--- config.mk ---
export PLATFORM = sky130hd
export DESIGN_NAME = link_quality_table_flat
export DESIGN_NICKNAME = d
export VERILOG_FILES = /design/src/design/lqt_pkg.sv /design/src/design/lqt_if.sv /design/src/design/lqt_mem.sv /design/src/design/link_quality_table.sv /design/src/flat_wrapper.sv
export SDC_FILE = /design/constraint.sdc
export NUM_CORES = 2
export LEC_CHECK = 0
export ABC_AREA = 1
export BUFFER_PORTS_ARGS = -buffer_cell sky130_fd_sc_hd__buf_2
export CAP_MARGIN = 20
export CORE_ASPECT_RATIO = 0.6
export CORE_MARGIN = 2
export CORE_UTILIZATION = 45
export CTS_BUF_LIST = sky130_fd_sc_hd__clkbuf_8
export CTS_CLUSTER_SIZE = 24
export DETAILED_ROUTE_END_ITERATION = 8
export PLACE_DENSITY_LB_ADDON = 0.05
export SLEW_MARGIN = 20
export SYNTH_ARGS = -nofsm -noshare
export SYNTH_HDL_FRONTEND = slang
export SYNTH_SLANG_ARGS = --single-unit
export TNS_END_PERCENT = 5
--- constraint.sdc ---
create_clock -name clock -period 8.7 [get_ports clock]
set_input_delay 2.61 -clock clock [delete_from_list [all_inputs] [get_ports clock]]
set_output_delay 2.61 -clock clock [all_outputs]
set_load 0.1 [all_outputs]
--- src/design/lqt_pkg.sv ---
`timescale 1ns / 1ps
package lqt_pkg;

   typedef enum logic [1:0] {
      ACT_ADD    = 2'd0,
      ACT_FIND   = 2'd1,
      ACT_REMOVE = 2'd2,
      ACT_READ   = 2'd3
   } action_type;

   typedef enum logic [1:0] {
      ST_OK   = 2'd0,
      ST_FULL = 2'd1,
      ST_MISS = 2'd2
   } status_type;

   typedef struct packed {
      logic [15:0]        local_addr;
      logic [15:0]        remote_addr;
      logic signed [7:0]  snr;
      logic [31:0]        refresh_time;
   } entry_type;

   typedef enum logic [4:0] {
      S_IDLE = 5'b00001,
      S_SCAN = 5'b00010,
      S_LAST = 5'b00100,
      S_IDX  = 5'b01000,
      S_DONE = 5'b10000
   } state_type;

   localparam int EXT_WIDTH = 6;

endpackage

--- src/design/lqt_if.sv ---
`timescale 1ns / 1ps
interface lqt_req_if;
   logic               valid;
   logic               ready;
   logic [1:0]         action;
   logic [15:0]        local_addr;
   logic [15:0]        remote_addr;
   logic signed [7:0]  snr_in;
   logic [31:0]        now_ms;
   logic [5:0]         entry_index;

   modport source (output valid, action, local_addr, remote_addr, snr_in, now_ms,
                   entry_index, input ready);
   modport sink (input valid, action, local_addr, remote_addr, snr_in, now_ms,
                 entry_index, output ready);
endinterface

interface lqt_rsp_if;
   logic               valid;
   logic               ready;
   logic [1:0]         status;
   logic [15:0]        out_local;
   logic [15:0]        out_remote;
   logic signed [7:0]  out_snr;
   logic [31:0]        out_refresh_time;
   logic [5:0]         entry_count;

   modport source (output valid, status, out_local, out_remote, out_snr,
                   out_refresh_time, entry_count, input ready);
   modport sink (input valid, status, out_local, out_remote, out_snr,
                 out_refresh_time, entry_count, output ready);
endinterface

--- src/design/lqt_mem.sv ---
`timescale 1ns / 1ps
module lqt_mem #(
   parameter int Depth     = 32,
   parameter int AddrWidth = 5
) (
   input  logic                  clock,
   input  logic                  wr_en,
   input  logic [AddrWidth-1:0]  wr_addr,
   input  lqt_pkg::entry_type    wr_data,
   input  logic                  rd_en,
   input  logic [AddrWidth-1:0]  rd_addr,
   output lqt_pkg::entry_type    rd_data
);
   import lqt_pkg::*;

   entry_type mem_ff [Depth];
   entry_type rd_data_ff;

   always_ff @(posedge clock) begin
      if (wr_en) begin
         mem_ff[wr_addr] <= wr_data;
      end
      if (rd_en) begin
         rd_data_ff <= mem_ff[rd_addr];
      end
   end

   assign rd_data = rd_data_ff;

endmodule

--- src/design/link_quality_table.sv ---
`timescale 1ns / 1ps
// Add, find and remove scan slots 0..count-1 through the table RAM, one read per
// cycle with each compare in the cycle after its read. The result is registered
// and sent from S_DONE, which waits while an earlier response is not yet taken.
// A remove that hits fetches the last entry and moves it into the freed slot.
// Index reads go via S_IDX, or to S_DONE if out of range. One item at a time.
// Synchronous reset clears the entry count and control; RAM contents are kept.
module link_quality_table #(
   parameter int CAPACITY = 32
) (
   input  logic       clock,
   input  logic       reset,
   lqt_req_if.sink    req_chan,
   lqt_rsp_if.source  rsp_chan
);
   import lqt_pkg::*;

   localparam int AW = (CAPACITY > 1) ? $clog2(CAPACITY) : 1;
   localparam int CW = $clog2(CAPACITY + 1);
   localparam int IW = (CW > EXT_WIDTH) ? CW : EXT_WIDTH;

   state_type          state_ff, state_in;
   logic [1:0]         action_ff, action_in;
   logic [15:0]        local_ff, local_in;
   logic [15:0]        remote_ff, remote_in;
   logic signed [7:0]  snr_ff, snr_in;
   logic [31:0]        now_ff, now_in;
   logic [CW-1:0]      count_ff, count_in;
   logic [CW-1:0]      scan_ff, scan_in;
   logic               pend_ff, pend_in;
   logic [AW-1:0]      pend_idx_ff, pend_idx_in;
   logic [AW-1:0]      slot_ff, slot_in;
   status_type         res_status_ff, res_status_in;
   entry_type          res_entry_ff, res_entry_in;
   logic               rsp_valid_ff, rsp_valid_in;
   status_type         rsp_status_ff, rsp_status_in;
   entry_type          rsp_entry_ff, rsp_entry_in;
   logic [5:0]         rsp_count_ff, rsp_count_in;

   logic               mem_wr_en;
   logic [AW-1:0]      mem_wr_addr;
   entry_type          mem_wr_data;
   logic               mem_rd_en;
   logic [AW-1:0]      mem_rd_addr;
   entry_type          mem_rd_data;

   logic [IW-1:0]      idx_ext;
   logic [IW-1:0]      count_ext;
   logic [CW-1:0]      last_idx;
   logic               key_match;
   logic               hit;

   lqt_mem #(
      .Depth     (CAPACITY),
      .AddrWidth (AW)
   ) u_mem (
      .clock   (clock),
      .wr_en   (mem_wr_en),
      .wr_addr (mem_wr_addr),
      .wr_data (mem_wr_data),
      .rd_en   (mem_rd_en),
      .rd_addr (mem_rd_addr),
      .rd_data (mem_rd_data)
   );

   assign idx_ext   = IW'(req_chan.entry_index);
   assign count_ext = IW'(count_ff);
   assign last_idx  = count_ff - CW'(1);
   assign key_match = (mem_rd_data.local_addr == local_ff) &&
                      (mem_rd_data.remote_addr == remote_ff);
   assign hit       = pend_ff && key_match;

   always_comb begin
      state_in      = state_ff;
      action_in     = action_ff;
      local_in      = local_ff;
      remote_in     = remote_ff;
      snr_in        = snr_ff;
      now_in        = now_ff;
      count_in      = count_ff;
      scan_in       = scan_ff;
      pend_in       = pend_ff;
      pend_idx_in   = pend_idx_ff;
      slot_in       = slot_ff;
      res_status_in = res_status_ff;
      res_entry_in  = res_entry_ff;
      rsp_valid_in  = rsp_valid_ff && !rsp_chan.ready;
      rsp_status_in = rsp_status_ff;
      rsp_entry_in  = rsp_entry_ff;
      rsp_count_in  = rsp_count_ff;
      mem_wr_en     = 1'b0;
      mem_wr_addr   = pend_idx_ff;
      mem_wr_data   = '{local_addr: local_ff, remote_addr: remote_ff,
                        snr: snr_ff, refresh_time: now_ff};
      mem_rd_en     = 1'b0;
      mem_rd_addr   = scan_ff[AW-1:0];

      unique case (state_ff)
         S_IDLE: begin
            if (req_chan.valid) begin
               action_in = req_chan.action;
               local_in  = req_chan.local_addr;
               remote_in = req_chan.remote_addr;
               snr_in    = req_chan.snr_in;
               now_in    = req_chan.now_ms;
               scan_in   = '0;
               pend_in   = 1'b0;
               if (action_type'(req_chan.action) == ACT_READ) begin
                  if (idx_ext < count_ext) begin
                     mem_rd_en   = 1'b1;
                     mem_rd_addr = idx_ext[AW-1:0];
                     state_in    = S_IDX;
                  end else begin
                     res_status_in = ST_MISS;
                     res_entry_in  = '0;
                     state_in      = S_DONE;
                  end
               end else begin
                  state_in = S_SCAN;
               end
            end
         end
         S_SCAN: begin
            if (hit) begin
               res_status_in = ST_OK;
               res_entry_in  = '0;
               state_in      = S_DONE;
               case (action_type'(action_ff))
                  ACT_ADD: begin
                     mem_wr_en = 1'b1;
                  end
                  ACT_FIND: begin
                     res_entry_in = mem_rd_data;
                  end
                  ACT_REMOVE: begin
                     // fetch the tail entry to fill the freed slot
                     mem_rd_en   = 1'b1;
                     mem_rd_addr = last_idx[AW-1:0];
                     slot_in     = pend_idx_ff;
                     state_in    = S_LAST;
                  end
                  default: begin
                     res_status_in = ST_MISS;
                  end
               endcase
            end else if (scan_ff < count_ff) begin
               mem_rd_en   = 1'b1;
               pend_in     = 1'b1;
               pend_idx_in = scan_ff[AW-1:0];
               scan_in     = scan_ff + CW'(1);
            end else if (pend_ff) begin
               // last compare missed; clear the pending compare before finishing
               pend_in = 1'b0;
            end else begin
               res_entry_in  = '0;
               res_status_in = ST_MISS;
               state_in      = S_DONE;
               if (action_type'(action_ff) == ACT_ADD) begin
                  if (count_ff < CW'(CAPACITY)) begin
                     mem_wr_en     = 1'b1;
                     mem_wr_addr   = count_ff[AW-1:0];
                     count_in      = count_ff + CW'(1);
                     res_status_in = ST_OK;
                  end else begin
                     res_status_in = ST_FULL;
                  end
               end
            end
         end
         S_LAST: begin
            mem_wr_en     = 1'b1;
            mem_wr_addr   = slot_ff;
            mem_wr_data   = mem_rd_data;
            count_in      = last_idx;
            res_status_in = ST_OK;
            res_entry_in  = '0;
            state_in      = S_DONE;
         end
         S_IDX: begin
            res_status_in = ST_OK;
            res_entry_in  = mem_rd_data;
            state_in      = S_DONE;
         end
         S_DONE: begin
            if (!rsp_valid_ff || rsp_chan.ready) begin
               rsp_valid_in  = 1'b1;
               rsp_status_in = res_status_ff;
               rsp_entry_in  = res_entry_ff;
               rsp_count_in  = count_ext[5:0];
               state_in      = S_IDLE;
            end
         end
         default: begin
            state_in = S_IDLE;
         end
      endcase
   end

   always_ff @(posedge clock) begin
      if (reset) begin
         state_ff     <= S_IDLE;
         count_ff     <= '0;
         pend_ff      <= 1'b0;
         rsp_valid_ff <= 1'b0;
      end else begin
         state_ff     <= state_in;
         count_ff     <= count_in;
         pend_ff      <= pend_in;
         rsp_valid_ff <= rsp_valid_in;
      end
   end

   always_ff @(posedge clock) begin
      action_ff     <= action_in;
      local_ff      <= local_in;
      remote_ff     <= remote_in;
      snr_ff        <= snr_in;
      now_ff        <= now_in;
      scan_ff       <= scan_in;
      pend_idx_ff   <= pend_idx_in;
      slot_ff       <= slot_in;
      res_status_ff <= res_status_in;
      res_entry_ff  <= res_entry_in;
      rsp_status_ff <= rsp_status_in;
      rsp_entry_ff  <= rsp_entry_in;
      rsp_count_ff  <= rsp_count_in;
   end

   assign req_chan.ready            = (state_ff == S_IDLE);
   assign rsp_chan.valid            = rsp_valid_ff;
   assign rsp_chan.status           = rsp_status_ff;
   assign rsp_chan.out_local        = rsp_entry_ff.local_addr;
   assign rsp_chan.out_remote       = rsp_entry_ff.remote_addr;
   assign rsp_chan.out_snr          = rsp_entry_ff.snr;
   assign rsp_chan.out_refresh_time = rsp_entry_ff.refresh_time;
   assign rsp_chan.entry_count      = rsp_count_ff;

   a_count_bound: assert property (@(posedge clock) disable iff (reset)
      count_ff <= CW'(CAPACITY))
      else $error("entry count above capacity");

   a_count_step: assert property (@(posedge clock) disable iff (reset)
      (!$past(reset) && (count_ff != $past(count_ff))) |->
         ((count_ff == $past(count_ff) + CW'(1)) ||
          (count_ff == $past(count_ff) - CW'(1))))
      else $error("entry count moved by more than one");

   a_accept_leaves_idle: assert property (@(posedge clock) disable iff (reset)
      (req_chan.valid && req_chan.ready) |=> (state_ff != S_IDLE))
      else $error("accepted beat did not start an operation");

   a_write_states: assert property (@(posedge clock) disable iff (reset)
      mem_wr_en |-> ((state_ff == S_SCAN) || (state_ff == S_LAST)))
      else $error("table write outside scan or tail move");

endmodule
--- src/flat_wrapper.sv ---
// flat-port wrapper written by rule: the top's interface ports become plain ports
module link_quality_table_flat import lqt_pkg::*;
#(
   parameter int CAPACITY = 32
)
  (clock, reset, req_chan_valid, req_chan_action, req_chan_local_addr, req_chan_remote_addr, req_chan_snr_in, req_chan_now_ms, req_chan_entry_index, req_chan_ready, rsp_chan_valid, rsp_chan_status, rsp_chan_out_local, rsp_chan_out_remote, rsp_chan_out_snr, rsp_chan_out_refresh_time, rsp_chan_entry_count, rsp_chan_ready);
  lqt_req_if req_chan_i ();
  lqt_rsp_if rsp_chan_i ();
  input  logic clock;
  input  logic reset;
  input wire logic [$bits(req_chan_i.valid)-1:0] req_chan_valid;
  input wire logic [$bits(req_chan_i.action)-1:0] req_chan_action;
  input wire logic [$bits(req_chan_i.local_addr)-1:0] req_chan_local_addr;
  input wire logic [$bits(req_chan_i.remote_addr)-1:0] req_chan_remote_addr;
  input wire logic [$bits(req_chan_i.snr_in)-1:0] req_chan_snr_in;
  input wire logic [$bits(req_chan_i.now_ms)-1:0] req_chan_now_ms;
  input wire logic [$bits(req_chan_i.entry_index)-1:0] req_chan_entry_index;
  output wire logic [$bits(req_chan_i.ready)-1:0] req_chan_ready;
  output wire logic [$bits(rsp_chan_i.valid)-1:0] rsp_chan_valid;
  output wire logic [$bits(rsp_chan_i.status)-1:0] rsp_chan_status;
  output wire logic [$bits(rsp_chan_i.out_local)-1:0] rsp_chan_out_local;
  output wire logic [$bits(rsp_chan_i.out_remote)-1:0] rsp_chan_out_remote;
  output wire logic [$bits(rsp_chan_i.out_snr)-1:0] rsp_chan_out_snr;
  output wire logic [$bits(rsp_chan_i.out_refresh_time)-1:0] rsp_chan_out_refresh_time;
  output wire logic [$bits(rsp_chan_i.entry_count)-1:0] rsp_chan_entry_count;
  input wire logic [$bits(rsp_chan_i.ready)-1:0] rsp_chan_ready;
  assign req_chan_i.valid = req_chan_valid;
  assign req_chan_i.action = req_chan_action;
  assign req_chan_i.local_addr = req_chan_local_addr;
  assign req_chan_i.remote_addr = req_chan_remote_addr;
  assign req_chan_i.snr_in = req_chan_snr_in;
  assign req_chan_i.now_ms = req_chan_now_ms;
  assign req_chan_i.entry_index = req_chan_entry_index;
  assign req_chan_ready = req_chan_i.ready;
  assign rsp_chan_valid = rsp_chan_i.valid;
  assign rsp_chan_status = rsp_chan_i.status;
  assign rsp_chan_out_local = rsp_chan_i.out_local;
  assign rsp_chan_out_remote = rsp_chan_i.out_remote;
  assign rsp_chan_out_snr = rsp_chan_i.out_snr;
  assign rsp_chan_out_refresh_time = rsp_chan_i.out_refresh_time;
  assign rsp_chan_entry_count = rsp_chan_i.entry_count;
  assign rsp_chan_i.ready = rsp_chan_ready;
  link_quality_table #(.CAPACITY(CAPACITY)) u_core (.clock(clock), .reset(reset), .req_chan(req_chan_i), .rsp_chan(rsp_chan_i));
endmodule
== Word-level counts from Yosys, hierarchy flattened ==
Memory sizes are Yosys's and may differ from the RTL's. A register that Yosys moved wholly into a read port is not among the register bits.
Index checks and enable logic that the tools add are counted.

* Flip-flop bits (word level): 257
* Memory bits (writable): 2304
* Bits of input ports: 84
* Output and inout bits: 82
* Memories: 1

{| class="wikitable"
|+ Memories
! name !! depth !! width !! rd ports !! clocked after memory_dff !! write ports !! RTL line !! source
|-
| u_core.u_mem.mem_ff || 32 || 72 || 1 || 1 || 1 || lqt_mem.sv:16 || <nowiki>entry_type mem_ff [Depth];</nowiki>
|}

* $add $sub $neg: 3
* $lt $le $gt $ge: 3
* Eq/ne operators: 22
* Multiplexer cells: 71
* Bitwise gates (word level): 1
* Reduce and logical (&&, ||, !) cells: 23

{| class="wikitable"
|+ Operator list
! kind !! count
|-
| two-way mux 72 bit || 8
|-
| case mux 72 bit (4 select lines) || 1
|-
| two-way mux 5 bit || 18
|-
| two-way mux 6 bit || 8
|-
| == test 16 bit || 2
|-
| case mux 6 bit (2 select lines) || 2
|-
| case mux 5 bit (2 select lines) || 2
|-
| case mux 5 bit (4 select lines) || 1
|-
| two-way mux 1 bit || 19
|-
| AND reduction 6 bit || 3
|-
| two-way mux 2 bit || 8
|-
| adder 6 x 1 -> 6 bit, second input constant || 2
|-
| < comparator 6 bit || 2
|-
| inequality test 2 x 1 -> 1 bit, second input constant || 5
|-
| inequality test 2 bit, second input constant || 5
|-
| AND reduction 3 bit || 3
|-
| AND reduction 4 bit || 2
|-
| < comparator 6 bit, second input constant || 1
|-
| case mux 1 bit (2 select lines) || 3
|-
| case mux 2 bit (3 select lines) || 1
|-
| subtractor 6 x 1 -> 6 bit, second input constant || 1
|-
| == test 5 x 1 -> 1 bit, second input constant || 1
|-
| == test 5 x 2 -> 1 bit, second input constant || 1
|-
| == test 5 x 3 -> 1 bit, second input constant || 1
|-
| other kinds (17) || 23
|}

== Logic depth before layout (Yosys ltp) ==
* Depth after elaboration: 9
* Depth in mapped cells: 22
* Depth with buffers taken out: 19

== Cells and area by module ==
From an unflattened synthesis, not the netlist that was laid out.

* Cell total of the unflattened synthesis: 8491
* Area, all modules: 104745.5 um^2

{| class="wikitable"
|+ Modules (own cells, without submodules)
! module !! instances !! cells an instance !! area an instance (um^2) !! seq. area each (um^2)
|-
| lqt_mem || 1 || 7592 || 93992.6 || 71348.4
|-
| link_quality_table || 1 || 899 || 10752.8 || 7587.3
|}

== Least setup slack after synthesis ==
OpenSTA, ideal clock, no wires.

* Path type: input to register
* Start point: input port req_chan_entry_index[5]
* End point: register u_core.res_entry_ff[0] (netlist name), enable pin
* Arrival: 7.059 ns
* Data required time: 8.155 ns
* Path slack: 1.096 ns
* Cell stages on the path: 6
* Path buffers: 0
* Cell sequence: ha_1 > nand2_1 > o21a_1 > o21ai_2 > nand4_1 > a31oi_1

* Longest elaborated chain between the ends: 3

{| class="wikitable"
|+ RTL lines
! element !! RTL line !! source
|-
| start, declared || flat_wrapper.sv:17 || <nowiki>input wire logic [$bits(req_chan_i.entry_index)-1:0] req_chan_entry_index;</nowiki>
|-
| < comparator 6 bit || link_quality_table.sv:109 || <nowiki>if (idx_ext < count_ext) begin</nowiki>
|-
| inequality test 2 bit (no source line) || -- ||
|-
| AND reduction 6 bit (no source line) || -- ||
|-
| end signal, assigned || link_quality_table.sv:223 || <nowiki>res_entry_ff <= res_entry_in;</nowiki>
|-
| end, declared || link_quality_table.sv:34 || <nowiki>entry_type res_entry_ff, res_entry_in;</nowiki>
|}

No other way between the ends.
A chain may end at the register's enable or synchronous reset.

== Final worst setup path ==
* Start point: input port req_chan_entry_index[5]
* End point: register u_core.u_mem.rd_data[41] (netlist name)

* Longest elaborated chain between the ends: 5

{| class="wikitable"
|+ RTL lines
! element !! RTL line !! source
|-
| < comparator 6 bit * || link_quality_table.sv:109 ||
|-
| two-way mux 5 bit / two-way mux 1 bit (equally long branches) || link_quality_table.sv:109 ||
|-
| two-way mux 5 bit / two-way mux 1 bit (equally long branches) || link_quality_table.sv:108 || <nowiki>if (action_type'(req_chan.action) == ACT_READ) begin</nowiki>
|-
| two-way mux 5 bit / two-way mux 1 bit (equally long branches) || link_quality_table.sv:100 || <nowiki>if (req_chan.valid) begin</nowiki>
|-
| case mux 5 bit (2 select lines) / case mux 1 bit (2 select lines) (equally long branches) || link_quality_table.sv:98 || <nowiki>unique case (state_ff)</nowiki>
|}

Every way passes the cells marked *; elsewhere a longest branch is shown, timed or not.

==> flow_metrics.py <==
metrics = {
    "outcome": {
        "run_status": "finished clean",
    },
    "clock_tree": {
        "numCtsBuffers": 403,
        "htreeDepth": 5,
        "clkTransAtPathRegs_ps": 70,
        "clock_latency_ps": 1030,
        "cts_resized": 0,
        "cts_tree": "built",
        "ctsHoldBuffers": 0,
        "clock_path_buffers": 4,
        "post_cts_buffers": 0,
        "cts_sinks": 2633,
        "cts-root-buf": "clkbuf_8",
    },
    "setup_path": {
        "crit_top_cell": "nand2_1",
        "crit_required_ps": 9450,
        "crit_path_end_kind": "flip-flop",
        "critPathKind": "input port to flip-flop",
        "cp.arrival_ps": 7150,
        "path_buf_inv": 3,
        "crit_chain": "buf_2 > ha_1 > a21oi_1 > o21a_1 > o21ai_2 > nor3_4 > nand3_4 > nand3_4 > buf_4 > buf_4 > nand2_1 > nand3_1 > nand3_1 > nand3_1 > nand2_1 > nand2_1 > nand2_1",
        "cp_slowest_cell": "nand3_4",
        "crit_family": "simple AND/OR/NAND/NOR gates",
        "startpoint_type": "input port",
        "critPathMaxFanout": 60,
        "max_stage_delay_ps": 810,
    },
    "synth": {
        "syn-num-nets": 9625,
        "yosysSeqAreaShare": 0.709,
        "synth-edff-count": 2620,
        "synthCells": 9528,
        "yosysMostFrequentCell": "edfxtp_1",
        "ys_warn_count": 0,
        "synth_top_cell_by_area": "edfxtp_1",
        "synth-main-ff-cell": "edfxtp_1",
        "ys_ff_latch": 2633,
        "synthArstFlopShare": 0,
        "synthTopCellsByArea": "edfxtp_1 (71%), nand3_1 (9.6%), nand4_1 (6.5%), nand2_1 (5.2%), inv_1 (3.1%)",
        "syn_area_per_cell_um2": 11.7,
        "yosysUniqueCellTypes": 43,
        "synth_top_area_frac": 0.707,
        "synth_common_cells": "edfxtp_1 (2,620), nand3_1 (2,140), nand2_1 (1,543)",
        "syn-cell-area_mm2": 0.111,
    },
    "place": {
        "pre_cts_ws_ps": 1400,
        "port_buffers": 165,
        "place_congestion": 0.874,
        "dp_hpwl_mm": 170,
    },
    "grt": {
        "grt_usage": 0.299,
        "grt_pass1_vias": 75341,
        "grt_overflow": 0,
        "grt_max_degree": 207,
        "grt_pass1_wl_mm": 550,
        "antenna_found_initial": 4,
    },
    "floorplan": {
        "ioPinCount": 166,
        "fp.dieW_um": 646,
        "die_h_um": 389,
        "num_rows": 141,
        "coreArea_mm2": 0.246,
        "dieArea_mm2": 0.251,
        "start_util": 0.452,
    },
    "timing": {
        "finalCriticalPeriod_ps": 6390,
        "hold_violations": 0,
        "worst_pin_slew_ps": 1400,
        "holdWs_ps": 414,
        "final.setup.tns_ps": 0,
        "slew_headroom": 0.0638,
        "finalSetupViolCount": 0,
        "fin_worst_skew_ps": 84.2,
        "report.final.slew_viol_count": 0,
        "rsz0062_at_grt": "no",
        "period_share": 0.735,
        "layout_setup_ws_ps": 2310,
        "max_freq_ghz": 0.156,
    },
    "worst_hold_path": {
        "worstHoldPathType": "flip-flop to flip-flop",
    },
    "power_and_ir_drop": {
        "ir_drop_mv": 0.274,
        "power_density_mw_per_mm2": 300,
        "total_power_w": 0.0370,
        "total_leakage_power_nw": 45.7,
    },
    "finish": {
        "syn_to_final_growth_pct": 10.6,
        "layout-drive-gt1-share": 0.0970,
        "fill_cells": 21813,
        "fin_nets": 9646,
    },
    "detailed_routing": {
        "vias": 79308,
        "routed_wl_mm": 382,
        "initialDrtViolationCount": 10460,
        "viasPerCell": 6.04,
        "wl_per_cell_um": 29.1,
        "antenna_left": 0,
        "drc": 0,
        "first_pass_iters": 6,
    },
    "flow_run": {
        "maxCapViolations": 0,
    },
}
==> worst register-to-register path, cell delays in order (launching register included) <==
cell	delay (ps)
edfxtp_1	770
nand2_1	240
nand2_1	110
nor2_1	40
nand2_1	60
nor2_1	50
nand3_1	230
nor2_4	100
nand4_1	170
buf_4	340
buf_12	670
buf_12	770
buf_4	1130
nand4_1	230
nand3_1	150
nand3_1	70
nand3_1	140
nand2_1	80
nand2_1	60
nand2_1	60
==> stage by stage <==
| stage | utilization | instances | cell area (µm²) |
|---|---|---|---|
| global placement | 0.471 | 12431 | 116000 |
| floorplan | - | 9528 | 111000 |
| finish | 0.500 | 13121 | 123000 |
| CTS | 0.500 | 13117 | 123000 |
| global route | 0.500 | 13120 | 123000 |
| detailed placement | 0.471 | 12432 | 116000 |
==> path summary, 6_finish.rpt <==
check / start / depth (start not counted) / to / slack [ps]
worst max-delay path: req_chan_entry_index[5] / 17 / u_core.u_mem.rd_data[41]$_DFFE_PP_ / 2310
worst min-delay path: u_core.res_entry_ff[71]$_DFFE_PP_ / 0 / u_core.rsp_chan.out_local[15]$_DFFE_PP_ / 410
worst max register to register: u_core.u_mem.rd_data[63]$_DFFE_PP_ / 19 / u_core.u_mem.rd_data[21]$_DFFE_PP_ / 2960
worst min register to register: u_core.res_entry_ff[71]$_DFFE_PP_ / 0 / u_core.rsp_chan.out_local[15]$_DFFE_PP_ / 410
==> final cells by class <==
cell class,instances,area (µm²),area share
multi-input combinational,5194,26200,0.213
sequential,2633,78900,0.641
tap,3289,4120,0.0334
timing repair buffer,388,3340,0.0271
antenna,3,7.51,0.0000610
inverter,929,3500,0.0285
clock buffer,411,5660,0.0460
clock inverter,274,1310,0.0106
==> placed cells by master (no fill, tap or decap), drive strengths merged <==
cell / n
edfxtp: 2620
nand3: 2141
nand2: 1545
nand4: 1164
inv: 1058
clkbuf: 411
buf: 388
nor2: 168
clkinv: 135
o21ai: 95
a21oi: 25
ha: 13
dfxtp: 13
nor3: 9
bufinv: 7
xnor2: 5
a211oi: 5
xor2: 4
a31oi: 4
diode: 3
clkinvlp: 3
and2: 2
o31ai: 2
o21a: 2
a22oi: 2
a21boi: 1
o211ai: 1
o32ai: 1
o311ai: 1
nor4: 1
o22ai: 1
or2: 1
o41ai: 1
==> registers in the layout, summed over array words and instances, names as in the netlist, 2 cells and up <==
register	flops
u_core.snr_ff	8
u_core.rsp_chan.out_remote	16
u_core.rsp_chan.out_snr	8
u_core.rsp_chan.status	2
u_core.pend_idx_ff	5
u_core.rsp_chan.entry_count	6
u_core.res_status_ff	2
u_core.u_mem.mem_ff	2304
u_core.u_mem.rd_data	72
u_core.res_entry_ff	72
u_core.action_ff	2
u_core.scan_ff	6
u_core.slot_ff	5
u_core.now_ff	32
u_core.rsp_chan.out_refresh_time	32
u_core.rsp_chan.out_local	16
u_core.remote_ff	16
u_core.count_ext	6
u_core.local_ff	16
u_core.state_ff	5
==> report_power, final <==
group | internal (W) | switching, W | total (W)
combinational | 0.00319 | 0.00894 | 0.0121
sequential | 0.0151 | 0.000201 | 0.0153
clock | 0.00456 | 0.00495 | 0.00951
==> per-layer routing <==
metal,share of wire,vias up,track usage
met5,0,-,0
met4,0.024,0,0.0773
met3,0.091,594,0.0546
met2,0.43,4110,0.443
met1,0.45,39941,0.453
li1,-,34663,-
==> logic make-up (layout without fill, tap and decap cells) <==
logic type,count (synthesis),count (layout),synth area share
compound gates,141,141,0.00706
xor+xnor,9,9,0.000708
fa+ha+maj,13,13,0.00146
buf+inv,1701,2002,0.0611
flops,2633,2633,0.709
other cells,0,3,0
simple gates,5031,5031,0.221
(Power assumes the default switching activity.)
